**config.mk**
```make
export PLATFORM = sky130hd
export DESIGN_NAME = two_stage_phase_unwrap_unit
export DESIGN_NICKNAME = d
export VERILOG_FILES = /design/src/rtl/tspu_pkg.sv /design/src/rtl/two_stage_phase_unwrap_unit.sv /design/src/rtl/tspu_stage.sv
export SDC_FILE = /design/constraint.sdc
export NUM_CORES = 1
export LEC_CHECK = 0
export BUFFER_PORTS_ARGS = -buffer_cell sky130_fd_sc_hd__buf_4
export CAP_MARGIN = 5
export CELL_PAD_IN_SITES_DETAIL_PLACEMENT = 1
export CELL_PAD_IN_SITES_GLOBAL_PLACEMENT = 1
export CORE_MARGIN = 3
export CORE_UTILIZATION = 51
export CTS_CLUSTER_DIAMETER = 60
export DETAILED_ROUTE_END_ITERATION = 6
export GPL_TIMING_DRIVEN = 1
export PLACE_DENSITY_LB_ADDON = 0.1
export SKIP_LAST_GASP = 1
export SLEW_MARGIN = 20
export SYNTH_ARGS = -nofsm -noshare
export SYNTH_HDL_FRONTEND = slang
export SYNTH_SLANG_ARGS = --single-unit
```
**constraint.sdc**
```tcl
create_clock -name i_clk -period 22.9 [get_ports i_clk]
set_clock_uncertainty 0.15 [all_clocks]
set_input_delay 0 -clock i_clk [delete_from_list [all_inputs] [get_ports i_clk]]
set_output_delay 0 -clock i_clk [all_outputs]
set_load 0.01 [all_outputs]
```
**src/rtl/tspu_pkg.sv**
```systemverilog
// Shared constants for the two-stage phase unwrap unit.
package tspu_pkg;

    // Default parameter values.
    localparam int FRACTION_BITS_DEF = 7;
    localparam int ACC_WIDTH_DEF     = 32;

    // Fixed field widths of the stream and configuration ports.
    localparam int PHASE_W    = 16;
    localparam int OUT_W      = 32;
    localparam int COARSE_W   = 16;
    localparam int FINE_W     = 15;
    localparam int CFG_ADDR_W = 1;
    localparam int CFG_DATA_W = 16;

    // Turn sizes in whole degrees.
    localparam int DEG_FULL = 360;
    localparam int DEG_HALF = 180;

    // Threshold values after reset (degrees times 128).
    localparam logic [COARSE_W-1:0] COARSE_RST = 16'd34560;
    localparam logic [FINE_W-1:0]   FINE_RST   = 15'd11520;

    // Configuration register indexes.
    localparam logic [CFG_ADDR_W-1:0] REG_COARSE = 1'b0;
    localparam logic [CFG_ADDR_W-1:0] REG_FINE   = 1'b1;

endpackage

```
**src/rtl/two_stage_phase_unwrap_unit.sv**
```systemverilog
// Top level of the two-stage phase unwrap unit.
//
//  channel   | direction | handshake               | payload
//  ----------+-----------+-------------------------+-----------------------------------------
//  s stream  | in        | i_s_tvalid / o_s_tready | tdata: phase_degrees; tuser: first_sample
//  m stream  | out       | o_m_tvalid / i_m_tready | tdata: unwrapped_phase, coarse_unwrapped
//  cfg write | in        | i_cfg_we                | i_cfg_addr index, i_cfg_wdata value
//
// One transaction is taken per clock cycle when the output side keeps up.
// A sample is first captured in the input register; the mirror, the
// coarse stage and the fine stage then run in a single combinational pass
// into the result register, from which the result is offered.
// The rate is set by the feedback of the stored previous coarse and fine values,
// which are updated in the same cycle as the result register.
// Reset is synchronous and active low; it clears the valid flags and the
// stored history and loads the default thresholds.
// When the output is stalled, the input register still accepts one more
// transaction, and then the input side stalls too.
module two_stage_phase_unwrap_unit #(
    parameter int FRACTION_BITS = tspu_pkg::FRACTION_BITS_DEF,
    parameter int ACC_WIDTH     = tspu_pkg::ACC_WIDTH_DEF
) (
    input  logic                            i_clk,
    input  logic                            i_rst_n,
    // Input stream.
    input  logic                            i_s_tvalid,
    output logic                            o_s_tready,
    input  logic [tspu_pkg::PHASE_W-1:0]    i_s_tdata,   // [15:0] phase_degrees
    input  logic                            i_s_tuser,   // [0] first_sample
    // Output stream.
    output logic                            o_m_tvalid,
    input  logic                            i_m_tready,
    output logic [2*tspu_pkg::OUT_W-1:0]    o_m_tdata,   // [31:0] unwrapped_phase,
                                                         // [63:32] coarse_unwrapped
    // Configuration write port.
    input  logic                            i_cfg_we,
    input  logic [tspu_pkg::CFG_ADDR_W-1:0] i_cfg_addr,
    input  logic [tspu_pkg::CFG_DATA_W-1:0] i_cfg_wdata
);

    // Fixed-point turn sizes and internal widths. The working width covers
    // the accumulator, the mirrored sample and the output word, plus headroom
    // for a step and a turn correction.
    localparam int FULL_TURN = tspu_pkg::DEG_FULL << FRACTION_BITS;
    localparam int HALF_TURN = tspu_pkg::DEG_HALF << FRACTION_BITS;
    localparam int MIR_W     = $clog2(FULL_TURN + 1);
    localparam int ACC_OUT_W = (ACC_WIDTH > tspu_pkg::OUT_W) ? ACC_WIDTH : tspu_pkg::OUT_W;
    localparam int BASE_W    = (ACC_OUT_W > MIR_W) ? ACC_OUT_W : MIR_W;
    localparam int WIDE_W    = ((BASE_W > tspu_pkg::COARSE_W + 1) ?
                                BASE_W : tspu_pkg::COARSE_W + 1) + 4;
    localparam int OUT_W     = tspu_pkg::OUT_W;

    localparam logic signed [WIDE_W-1:0] FULL_V    = WIDE_W'(FULL_TURN);
    localparam logic signed [WIDE_W-1:0] HALF_V    = WIDE_W'(HALF_TURN);
    localparam logic signed [WIDE_W-1:0] PHASE_MAX = WIDE_W'(FULL_TURN - 1);

    // Input register.
    logic                         r_in_valid;
    logic [tspu_pkg::PHASE_W-1:0] r_in_phase;
    logic                         r_in_first;

    // Thresholds.
    logic [tspu_pkg::COARSE_W-1:0] r_coarse_thr;
    logic [tspu_pkg::FINE_W-1:0]   r_fine_thr;

    // History of the previous sample.
    logic [MIR_W-1:0]     r_last_mirrored;
    logic [ACC_WIDTH-1:0] r_last_coarse;
    logic [ACC_WIDTH-1:0] r_last_fine;

    // Result register.
    logic             r_out_valid;
    logic [OUT_W-1:0] r_out_fine;
    logic [OUT_W-1:0] r_out_coarse;

    logic                     w_adv;
    logic                     w_fire;
    logic signed [WIDE_W-1:0] w_phase;
    logic signed [WIDE_W-1:0] w_phase_sat;
    logic signed [WIDE_W-1:0] w_mirrored;
    logic signed [WIDE_W-1:0] w_mprev;
    logic signed [WIDE_W-1:0] w_cprev;
    logic signed [WIDE_W-1:0] w_fprev;
    logic signed [WIDE_W-1:0] w_cstep;
    logic signed [WIDE_W-1:0] w_fstep;
    logic signed [WIDE_W-1:0] w_coarse_lim;
    logic signed [WIDE_W-1:0] w_fine_lim;
    logic signed [WIDE_W-1:0] w_coarse;
    logic signed [WIDE_W-1:0] w_fine;

    // The result register moves when it is empty or being drained.
    assign w_adv      = !r_out_valid || i_m_tready;
    assign w_fire     = r_in_valid && w_adv;
    assign o_s_tready = !r_in_valid || w_adv;

    // Mirror the clamped phase to a full turn minus the sample.
    assign w_phase     = $signed({{(WIDE_W-tspu_pkg::PHASE_W){1'b0}}, r_in_phase});
    assign w_phase_sat = (w_phase > PHASE_MAX) ? PHASE_MAX : w_phase;
    assign w_mirrored  = FULL_V - w_phase_sat;

    // A new sequence starts from an all-zero history with corrections off.
    assign w_mprev = r_in_first ? '0 : $signed({{(WIDE_W-MIR_W){1'b0}}, r_last_mirrored});
    assign w_cprev = r_in_first ? '0 :
        $signed({{(WIDE_W-ACC_WIDTH){r_last_coarse[ACC_WIDTH-1]}}, r_last_coarse});
    assign w_fprev = r_in_first ? '0 :
        $signed({{(WIDE_W-ACC_WIDTH){r_last_fine[ACC_WIDTH-1]}}, r_last_fine});

    assign w_cstep = w_mirrored - w_mprev;
    assign w_fstep = w_coarse - w_cprev;

    assign w_coarse_lim = $signed({{(WIDE_W-tspu_pkg::COARSE_W){1'b0}}, r_coarse_thr});
    assign w_fine_lim   = $signed({{(WIDE_W-tspu_pkg::FINE_W){1'b0}}, r_fine_thr});

    tspu_stage #(
        .WIDE_W    (WIDE_W),
        .ACC_WIDTH (ACC_WIDTH)
    ) u_coarse (
        .i_prev   (w_cprev),
        .i_step   (w_cstep),
        .i_limit  (w_coarse_lim),
        .i_turn   (FULL_V),
        .i_bypass (r_in_first),
        .o_out    (w_coarse)
    );

    tspu_stage #(
        .WIDE_W    (WIDE_W),
        .ACC_WIDTH (ACC_WIDTH)
    ) u_fine (
        .i_prev   (w_fprev),
        .i_step   (w_fstep),
        .i_limit  (w_fine_lim),
        .i_turn   (HALF_V),
        .i_bypass (r_in_first),
        .o_out    (w_fine)
    );

    // Configuration registers.
    always_ff @(posedge i_clk) begin
        if (!i_rst_n) begin
            r_coarse_thr <= tspu_pkg::COARSE_RST;
            r_fine_thr   <= tspu_pkg::FINE_RST;
        end else if (i_cfg_we) begin
            unique case (i_cfg_addr)
                tspu_pkg::REG_COARSE: r_coarse_thr <= i_cfg_wdata[tspu_pkg::COARSE_W-1:0];
                tspu_pkg::REG_FINE:   r_fine_thr   <= i_cfg_wdata[tspu_pkg::FINE_W-1:0];
                default: ;
            endcase
        end
    end

    // Input register.
    always_ff @(posedge i_clk) begin
        if (!i_rst_n) begin
            r_in_valid <= 1'b0;
        end else if (o_s_tready) begin
            r_in_valid <= i_s_tvalid;
        end
        if (i_s_tvalid && o_s_tready) begin
            r_in_phase <= i_s_tdata;
            r_in_first <= i_s_tuser;
        end
    end

    // History and result register update together.
    always_ff @(posedge i_clk) begin
        if (!i_rst_n) begin
            r_out_valid     <= 1'b0;
            r_last_mirrored <= '0;
            r_last_coarse   <= '0;
            r_last_fine     <= '0;
        end else begin
            if (w_adv) begin
                r_out_valid <= r_in_valid;
            end
            if (w_fire) begin
                r_last_mirrored <= w_mirrored[MIR_W-1:0];
                r_last_coarse   <= w_coarse[ACC_WIDTH-1:0];
                r_last_fine     <= w_fine[ACC_WIDTH-1:0];
            end
        end
        if (w_fire) begin
            r_out_fine   <= w_fine[OUT_W-1:0];
            r_out_coarse <= w_coarse[OUT_W-1:0];
        end
    end

    assign o_m_tvalid = r_out_valid;
    assign o_m_tdata  = {r_out_coarse, r_out_fine};

`ifndef SYNTH
    logic signed [WIDE_W-1:0] w_chk_coarse;
    assign w_chk_coarse =
        $signed({{(WIDE_W-ACC_WIDTH){r_last_coarse[ACC_WIDTH-1]}}, r_last_coarse});

    // A sample that opens a sequence leaves both stages with the same value.
    a_first_equal: assert property (@(posedge i_clk) disable iff (!i_rst_n)
        (w_fire && r_in_first) |=> (o_m_tdata[OUT_W-1:0] == o_m_tdata[2*OUT_W-1:OUT_W]))
        else $error("first sample gave different coarse and fine results");

    // The pending coarse result always matches the stored coarse history.
    a_hist_match: assert property (@(posedge i_clk) disable iff (!i_rst_n)
        r_out_valid |-> (w_chk_coarse[OUT_W-1:0] == r_out_coarse))
        else $error("coarse history out of step with the result register");

    // An empty result register never blocks the input side.
    a_ready_free: assert property (@(posedge i_clk) disable iff (!i_rst_n)
        !r_out_valid |-> o_s_tready)
        else $error("input stalled while the result register is empty");

    // Without a transaction in flight the history does not move.
    a_hist_hold: assert property (@(posedge i_clk) disable iff (!i_rst_n)
        !w_fire |=> ($stable(r_last_coarse) && $stable(r_last_fine)))
        else $error("history changed without a processed transaction");
`endif

endmodule

```
**src/rtl/tspu_stage.sv**
```systemverilog
// One unwrap stage: adds a step, corrects a turn jump and saturates the sum.
module tspu_stage #(
    parameter int WIDE_W    = 36,
    parameter int ACC_WIDTH = 32
) (
    input  logic signed [WIDE_W-1:0] i_prev,
    input  logic signed [WIDE_W-1:0] i_step,
    input  logic signed [WIDE_W-1:0] i_limit,
    input  logic signed [WIDE_W-1:0] i_turn,
    input  logic                     i_bypass,
    output logic signed [WIDE_W-1:0] o_out
);

    localparam logic signed [WIDE_W-1:0] ACC_MAX =
        {{(WIDE_W-ACC_WIDTH+1){1'b0}}, {(ACC_WIDTH-1){1'b1}}};
    localparam logic signed [WIDE_W-1:0] ACC_MIN = ~ACC_MAX;

    logic signed [WIDE_W-1:0] w_sum;
    logic signed [WIDE_W-1:0] w_corr;

    assign w_sum = i_prev + i_step;

    // A step exactly at the limit, or at its negative, is left alone.
    always_comb begin
        if (!i_bypass && (i_step > i_limit)) begin
            w_corr = w_sum - i_turn;
        end else if (!i_bypass && (i_step < -i_limit)) begin
            w_corr = w_sum + i_turn;
        end else begin
            w_corr = w_sum;
        end
    end

    assign o_out = (w_corr > ACC_MAX) ? ACC_MAX :
                   (w_corr < ACC_MIN) ? ACC_MIN : w_corr;

endmodule
```
* Yosys cells after proc, flatten, opt, wreduce, memory -nomap -nowiden
Cells that the tools add are included.
** Word-level totals
- Register bits after elaboration :: 194
- Bits of input ports :: 39
- Output and inout bits :: 66
- Word-level logic and storage cells :: 57
** Operators by class
- Add/sub/neg operators :: 11
- Order comparisons :: 9
- Mux-type cells :: 12
- Bitwise gates (word level) :: 1
- Reductions and logical operators :: 13
** Operator list (count)
- 36-bit 2-to-1 mux :: 8
- 36-bit by 32-bit greater-than comparator with 1-bit output, second input constant :: 2
- 36-bit by 32-bit < comparator with 1-bit output, second input constant :: 2
- 32-bit 2-to-1 mux :: 2
- 36-bit by 16-bit adder with 36-bit output, second input constant :: 1
- 36-bit by 17-bit adder with 36-bit output, second input constant :: 1
- 36-bit by 18-bit adder with 36-bit output :: 1
- 36-bit adder :: 1
- 36-bit by 16-bit greater-than comparator with 1-bit output :: 1
- 18-bit by 36-bit < comparator with 1-bit output :: 1
- 36-bit < comparator :: 1
- 15-bit negator with 36-bit output :: 1
- 16-bit negator with 36-bit output :: 1
- 36-bit by 16-bit subtractor with 36-bit output, second input constant :: 1
- 36-bit by 17-bit subtractor with 36-bit output, second input constant :: 1
- 36-bit subtractor :: 1
- 16-bit 2-to-1 mux :: 2
- 18-bit by 17-bit greater-than comparator with 1-bit output :: 1
- 17-bit by 17-bit subtractor with 18-bit output :: 1
- 16-bit by 16-bit subtractor with 17-bit output, first input constant :: 1
- 16-bit greater-than comparator, second input constant :: 1
- 1-bit logical AND :: 6
- 2-bit AND reduction :: 2
- 1-bit zero test :: 3
- 2 further kinds :: 3

* Longest topological paths before layout
- Depth after elaboration :: 19
- Depth in mapped cells :: 71
- Mapped depth without buffers :: 66

* Modules after synthesis
From an unflattened synthesis, not the netlist that was laid out.
** Second synthesis, totals
- Cells, all modules :: 3770
- Area, all modules :: 28132.0 sq um
** By module, submodules not included
- two_stage_phase_unwrap_unit :: instances 1, cells an instance 1129, area an instance 10309.9 sq um, sequential area each 4694.5 sq um
- tspu_stage at u_fine :: instances 1, cells an instance 1339, area an instance 9009.9 sq um, sequential area each 0.0 sq um
- tspu_stage at u_coarse :: instances 1, cells an instance 1302, area an instance 8812.2 sq um, sequential area each 0.0 sq um

* Worst setup path before layout
OpenSTA, ideal clock, no wires.
- Kind :: register to register
- Start :: register r_in_phase[10] (netlist bit)
- End :: register r_out_fine[12] (data pin)
- Library setup time :: 259 ps
- Data arrival time :: 15038 ps
- Data required time :: 22491 ps
- Path slack :: 7453 ps
- Stages on the path, launching flop included :: 70
- Buffers on the path :: 6
- Clock period less this slack :: 15447 ps
- Path through :: edfxtp_1 -> buf_2 -> o211a_1 -> o21a_1 -> clkbuf_1 -> nor2_1 -> ha_1 -> nor3b_1 -> nand3_1 -> o21a_1 -> nor2_1 -> or3_1 -> a21oi_1 -> ha_1 -> nand2_1 -> a2111oi_4 -> nand2_1 -> o21ai_4 -> [34 not listed] -> a21o_1 -> a21o_1 -> a21oi_1 -> o31ai_1 -> a31oi_1 -> a211oi_1 -> a211oi_1 -> nand4b_1 -> or3_1 -> or3_1 -> nor4_1 -> a31o_2 -> a211oi_1 -> nor2_1 -> nand4_1 -> nand2_1 -> buf_2 -> nand2_1
** Between the ends
- Longest elaborated chain between the ends :: 19
- Elaborated cells on any way between the ends :: 31
- Those cells by class :: add/sub: 9; order compare: 9; mux: 9; reduce/logical: 4
** RTL lines
- start, declared :: line two_stage_phase_unwrap_unit.sv:59 : logic [tspu_pkg::PHASE_W-1:0] r_in_phase;
- start signal, assigned :: line two_stage_phase_unwrap_unit.sv:160 : r_in_phase <= i_s_tdata;
- 16-bit greater-than comparator :: line two_stage_phase_unwrap_unit.sv:98 : assign w_phase_sat = (w_phase > PHASE_MAX) ? PHASE_MAX : w_phase;
- 16-bit 2-to-1 mux (*) :: line two_stage_phase_unwrap_unit.sv:98
- 16-bit by 16-bit subtractor with 17-bit output (*) :: line two_stage_phase_unwrap_unit.sv:99 : assign w_mirrored = FULL_V - w_phase_sat;
- net w_mirrored[14] :: line two_stage_phase_unwrap_unit.sv:80 : logic signed [WIDE_W-1:0] w_mirrored;
- 17-bit by 17-bit subtractor with 18-bit output (*) :: line two_stage_phase_unwrap_unit.sv:108 : assign w_cstep = w_mirrored - w_mprev;
- 36-bit by 18-bit adder with 36-bit output / 18-bit by 36-bit < comparator with 1-bit output (equally long branches) :: line tspu_stage.sv:21, tspu_stage.sv:27
- 36-bit by 17-bit adder with 36-bit output / 1-bit logical AND (equally long branches) :: line tspu_stage.sv:28, tspu_stage.sv:27
- 36-bit 2-to-1 mux :: line tspu_stage.sv:27 : end else if (!i_bypass && (i_step < -i_limit)) begin
- [4 not listed]
- net u_coarse.o_out[4] :: line tspu_stage.sv:11 : output logic signed [WIDE_W-1:0] o_out
- [1 not listed]
- 36-bit adder / 36-bit < comparator (equally long branches) :: line tspu_stage.sv:21, tspu_stage.sv:27
- 36-bit by 16-bit adder with 36-bit output / 1-bit logical AND (equally long branches) :: line tspu_stage.sv:28, tspu_stage.sv:27
- 36-bit 2-to-1 mux :: line tspu_stage.sv:27
- 36-bit 2-to-1 mux (*) :: line tspu_stage.sv:25 : if (!i_bypass && (i_step > i_limit)) begin
- 36-bit by 32-bit < comparator with 1-bit output :: line tspu_stage.sv:35 : (w_corr < ACC_MIN) ? ACC_MIN : w_corr;
- 32-bit 2-to-1 mux :: line tspu_stage.sv:35
- 32-bit 2-to-1 mux (*) :: line tspu_stage.sv:34 : assign o_out = (w_corr > ACC_MAX) ? ACC_MAX :
- net u_fine.o_out[12] :: line tspu_stage.sv:11
- end signal, assigned :: line two_stage_phase_unwrap_unit.sv:183 : r_out_fine <= w_fine[OUT_W-1:0];
- end, declared :: line two_stage_phase_unwrap_unit.sv:73 : logic [OUT_W-1:0] r_out_fine;
Mark *: on every way through the listed nets, which the timed path passes. The rest lies on a longest branch.
A chain may end at the register's enable or synchronous reset.

* Worst setup path after layout
- Start :: register r_in_phase[10] (netlist bit)
- End :: register r_out_fine[17] (data pin)
** Between the ends
- Longest elaborated chain between the ends :: 19
- Elaborated cells on any way between the ends :: 31
- Those cells by class :: add/sub: 9; order compare: 9; mux: 9; reduce/logical: 4
** RTL lines (line)
- 16-bit greater-than comparator (*) :: two_stage_phase_unwrap_unit.sv:98
- 16-bit 2-to-1 mux (*) :: two_stage_phase_unwrap_unit.sv:98
- 16-bit by 16-bit subtractor with 17-bit output (*) :: two_stage_phase_unwrap_unit.sv:99
- net w_mirrored[4] :: two_stage_phase_unwrap_unit.sv:80
- 17-bit by 17-bit subtractor with 18-bit output (*) :: two_stage_phase_unwrap_unit.sv:108
- 36-bit by 18-bit adder with 36-bit output / 18-bit by 36-bit < comparator with 1-bit output (equally long branches) :: tspu_stage.sv:21, tspu_stage.sv:27
- 36-bit by 17-bit adder with 36-bit output / 1-bit logical AND (equally long branches) :: tspu_stage.sv:28, tspu_stage.sv:27
- 36-bit 2-to-1 mux :: tspu_stage.sv:27
- [5 not listed]
- 36-bit adder / 36-bit < comparator (equally long branches) :: tspu_stage.sv:21, tspu_stage.sv:27
- 36-bit by 16-bit adder with 36-bit output / 1-bit logical AND (equally long branches) :: tspu_stage.sv:28, tspu_stage.sv:27
- 36-bit 2-to-1 mux :: tspu_stage.sv:27
- 36-bit 2-to-1 mux (*) :: tspu_stage.sv:25
- 36-bit by 32-bit < comparator with 1-bit output :: tspu_stage.sv:35
- 32-bit 2-to-1 mux :: tspu_stage.sv:35
- 32-bit 2-to-1 mux (*) :: tspu_stage.sv:34
- net u_fine.o_out[17] :: tspu_stage.sv:11
Marks and branches as above.

==> impl_metrics.ini <==
[placed_design]
hpwlAfterDp_um = 52400
io_buffers = 104
globalplace.congestion = 0.908

[critical_path]
reg2regPathDepth = 65
worstPathRequired_ns = 22.94
cpMostUsedCell = o21ai_0
r2r_start = r_in_phase[10]$_DFFE_PP_
rrSetupSlack_ns = 3.52
crit_path_end_kind = flop
cp.buffers_inverters = 3
critPathTopFamily = compound AO/OA/AOI/OAI gates
cp_max_fo = 32
reg2reg_to = r_out_fine[17]$_DFFE_PP_
worst_path_max_delay_cell = nand2_1
arrival_ns = 19.42
slowest_delay_ns = 0.84
path_class = flop to flop
cp-start-kind = flop

[flow_run]
max_cap_viol_count = 0

[global_route]
grt_max_degree = 74
grt_pass1_vias = 20700
overflow = 0
track_usage_pct = 33.7
antenna_found_initial = 0
grt_pass1_wl_um = 111000

[finish]
final_common_cell = nand2_1
mostFrequentLayoutCells = nand2_1 (243), a21oi_1 (209), ha_1 (209), nor2_1 (190), o21ai_0 (163)
layout-drive-gt1-share_pct = 7.95
syn2layout_area_growth_pct = 11.6
nNetsFinal = 2830
diodes = 0

[clock_network]
post-cts-setup-buffers = 0
cts_htree_levels = 4
cts_hold_buffers = 48
cts-root-buf = clkbuf_16
clk_pin_slew_ns = 0.08
cts_resized = 0
numCtsBuffers = 17
cts_tree = done
clock_latency_ns = 0.49
clock_path_buffers = 2
clock_sinks = 194

[route]
vias = 19700
drt_iter0_drc = 994
ant_nets = 0
wl_um = 69500
viasPerCell = 6.34
drc_errors = 0
first_pass_iters = 5
wl_per_cell_um = 22.4

[sta]
fin_setup_tns_ns = 0
fin_crit_ns = 19.38
finalSetupViolCount = 0
max_slew_margin_pct = 33.3
slew_viol_final = 0
rsz0062_at_grt = no
max_freq_ghz = 0.0516
worst_slew_pin_slew_ns = 0.998
period_share_pct = 84.6
finalHoldViolCount = 0

[yosys]
syn_nets = 2735
synth-async-reset-ratio_pct = 0
yosysWarningCount = 0
synth_seq_area_share_pct = 24.0
ys_ff_latch = 194
synth-edff-count = 81
netlist_area_um2 = 19600
synthCells = 2483
syn_area_per_cell_um2 = 7.88
synth_flop_cell = dfxtp_1
synthDistinctLibCells = 99

[floorplanning]
core_um2 = 37800
start_util_pct = 51.8
rows = 71
die_w_um = 202
fp.dieArea_um2 = 40700
ios = 105
die_h_um = 202

[hold_path]
min_from = i_s_tdata[13]
whs_endpoint = r_in_phase[13]$_DFFE_PP_
min_path_type = input port to flop
holdPathStages = 2

[status]
outcome = finished clean
worst max path at each step:
| stage | startpoint | end | slack [ns] | depth (start not counted) |
|---|---|---|---|---|
| after global routing | r_in_phase[10]$_DFFE_PP_ | r_out_fine[6]$_DFFE_PP_ | 2.03 | 65 |
| after CTS | r_in_phase[10]$_DFFE_PP_ | r_out_fine[17]$_DFFE_PP_ | 3.84 | 64 |
| after floorplan | r_in_phase[10]$_DFFE_PP_ | r_out_fine[12]$_DFFE_PP_ | 7.45 | 69 |
| after detailed placement | r_in_phase[10]$_DFFE_PP_ | r_out_fine[12]$_DFFE_PP_ | 3.92 | 64 |
| final | r_in_phase[10]$_DFFE_PP_ | r_out_fine[17]$_DFFE_PP_ | 3.52 | 65 |
| after global placement | r_in_phase[10]$_DFFE_PP_ | r_last_fine[5]$_SDFFE_PN0P_ | 4.57 | 65 |
logic make-up (layout without fill, tap and decap cells):
kind of cell	count (synthesis)	in the layout	share of synthesized area [%]
and+or+nand+nor	890	890	22.8
AOI/OAI and AO/OA	743	743	24.8
DFF	194	194	24.0
muxes	27	27	1.47
buffers and inverters	234	342	4.79
xor gates and xnor gates	181	181	8.32
adders and majority gates	214	214	13.8
cell usage after synthesis, types with 19 or more instances:
| cell | count | area share [%] |
|---|---|---|
| nand2_1 | 243 | 4.7 |
| a21oi_1 | 210 | 5.4 |
| ha_1 | 209 | 13 |
| nor2_1 | 190 | 3.6 |
| o21ai_0 | 163 | 4.2 |
| inv_1 | 138 | 2.6 |
| xnor2_1 | 118 | 5.3 |
| dfxtp_1 | 113 | 12 |
| edfxtp_1 | 81 | 12 |
| nor3_1 | 80 | 2.0 |
| a21o_1 | 78 | 3.0 |
| clkbuf_1 | 70 | 1.3 |
| nand3_1 | 70 | 1.8 |
| nand2b_1 | 68 | 2.2 |
| nor2b_1 | 64 | 2.0 |
| xor2_1 | 60 | 2.7 |
| nand4_1 | 40 | 1.3 |
| o21a_1 | 34 | 1.3 |
| a211oi_1 | 30 | 1.2 |
| o31ai_1 | 25 | 0.96 |
| mux2i_1 | 23 | 1.2 |
| nor4_1 | 23 | 0.74 |
| o211ai_1 | 23 | 0.88 |
| and3_1 | 21 | 0.67 |
| or3_1 | 21 | 0.67 |
| a31oi_1 | 19 | 0.61 |
state kept, by name, indices dropped and copies added (netlist names), 15 cells and up:
signal / count
r_coarse_thr: 16
r_fine_thr: 15
r_in_phase: 16
r_last_coarse: 32
r_last_fine: 32
r_last_mirrored: 16
r_out_coarse: 32
r_out_fine: 32
worst register-to-register path: cells and delay by family, from the launching register on:
kind	cells	cell delay, ns
AOI/OAI and AO/OA	29	7.58
xor gates and xnor gates	3	1.18
adders and majority gates	7	2.31
buffers and inverters	3	0.66
DFF	1	0.52
muxes	2	0.41
and+or+nand+nor	21	6.32
through the flow:
stage / hold slack (ns) / worst slack, ns / util (%) / area, um2 / std cells
final: 0.0869 / 3.52 / 57.8 / 21800 / 3102
after global routing: 0.0776 / 2.03 / 57.8 / 21800 / 3102
after CTS: 0.0645 / 3.84 / 57.8 / 21800 / 3102
after detailed placement: 0.0293 / 3.92 / 54.9 / 20700 / 3022
after global placement: 0.0286 / 4.57 / 54.9 / 20700 / 3022
after floorplan: -0.0511 / 7.45 / - / 19600 / 2483
layout make-up:
class | instances | area, um2
tap | 511 | 639
clock inverter | 12 | 169
sequential | 194 | 4690
timing repair buffer | 169 | 1390
inverter | 141 | 533
clock buffer | 20 | 457
fill | 4665 | 15900
multi-input combinational | 2055 | 13900
metal layers:
layer  up-vias  GRT usage, %  share of wire [%]
met5         -             0                  0
met4         0          15.4                4.8
met3       188          4.54                4.1
met2       556          60.1                 49
met1      9662          40.3                 42
li1       9251             -                  -
Power is not shown: default switching activity piles up to over one toggle a cycle in this logic, so the estimate is an artifact.
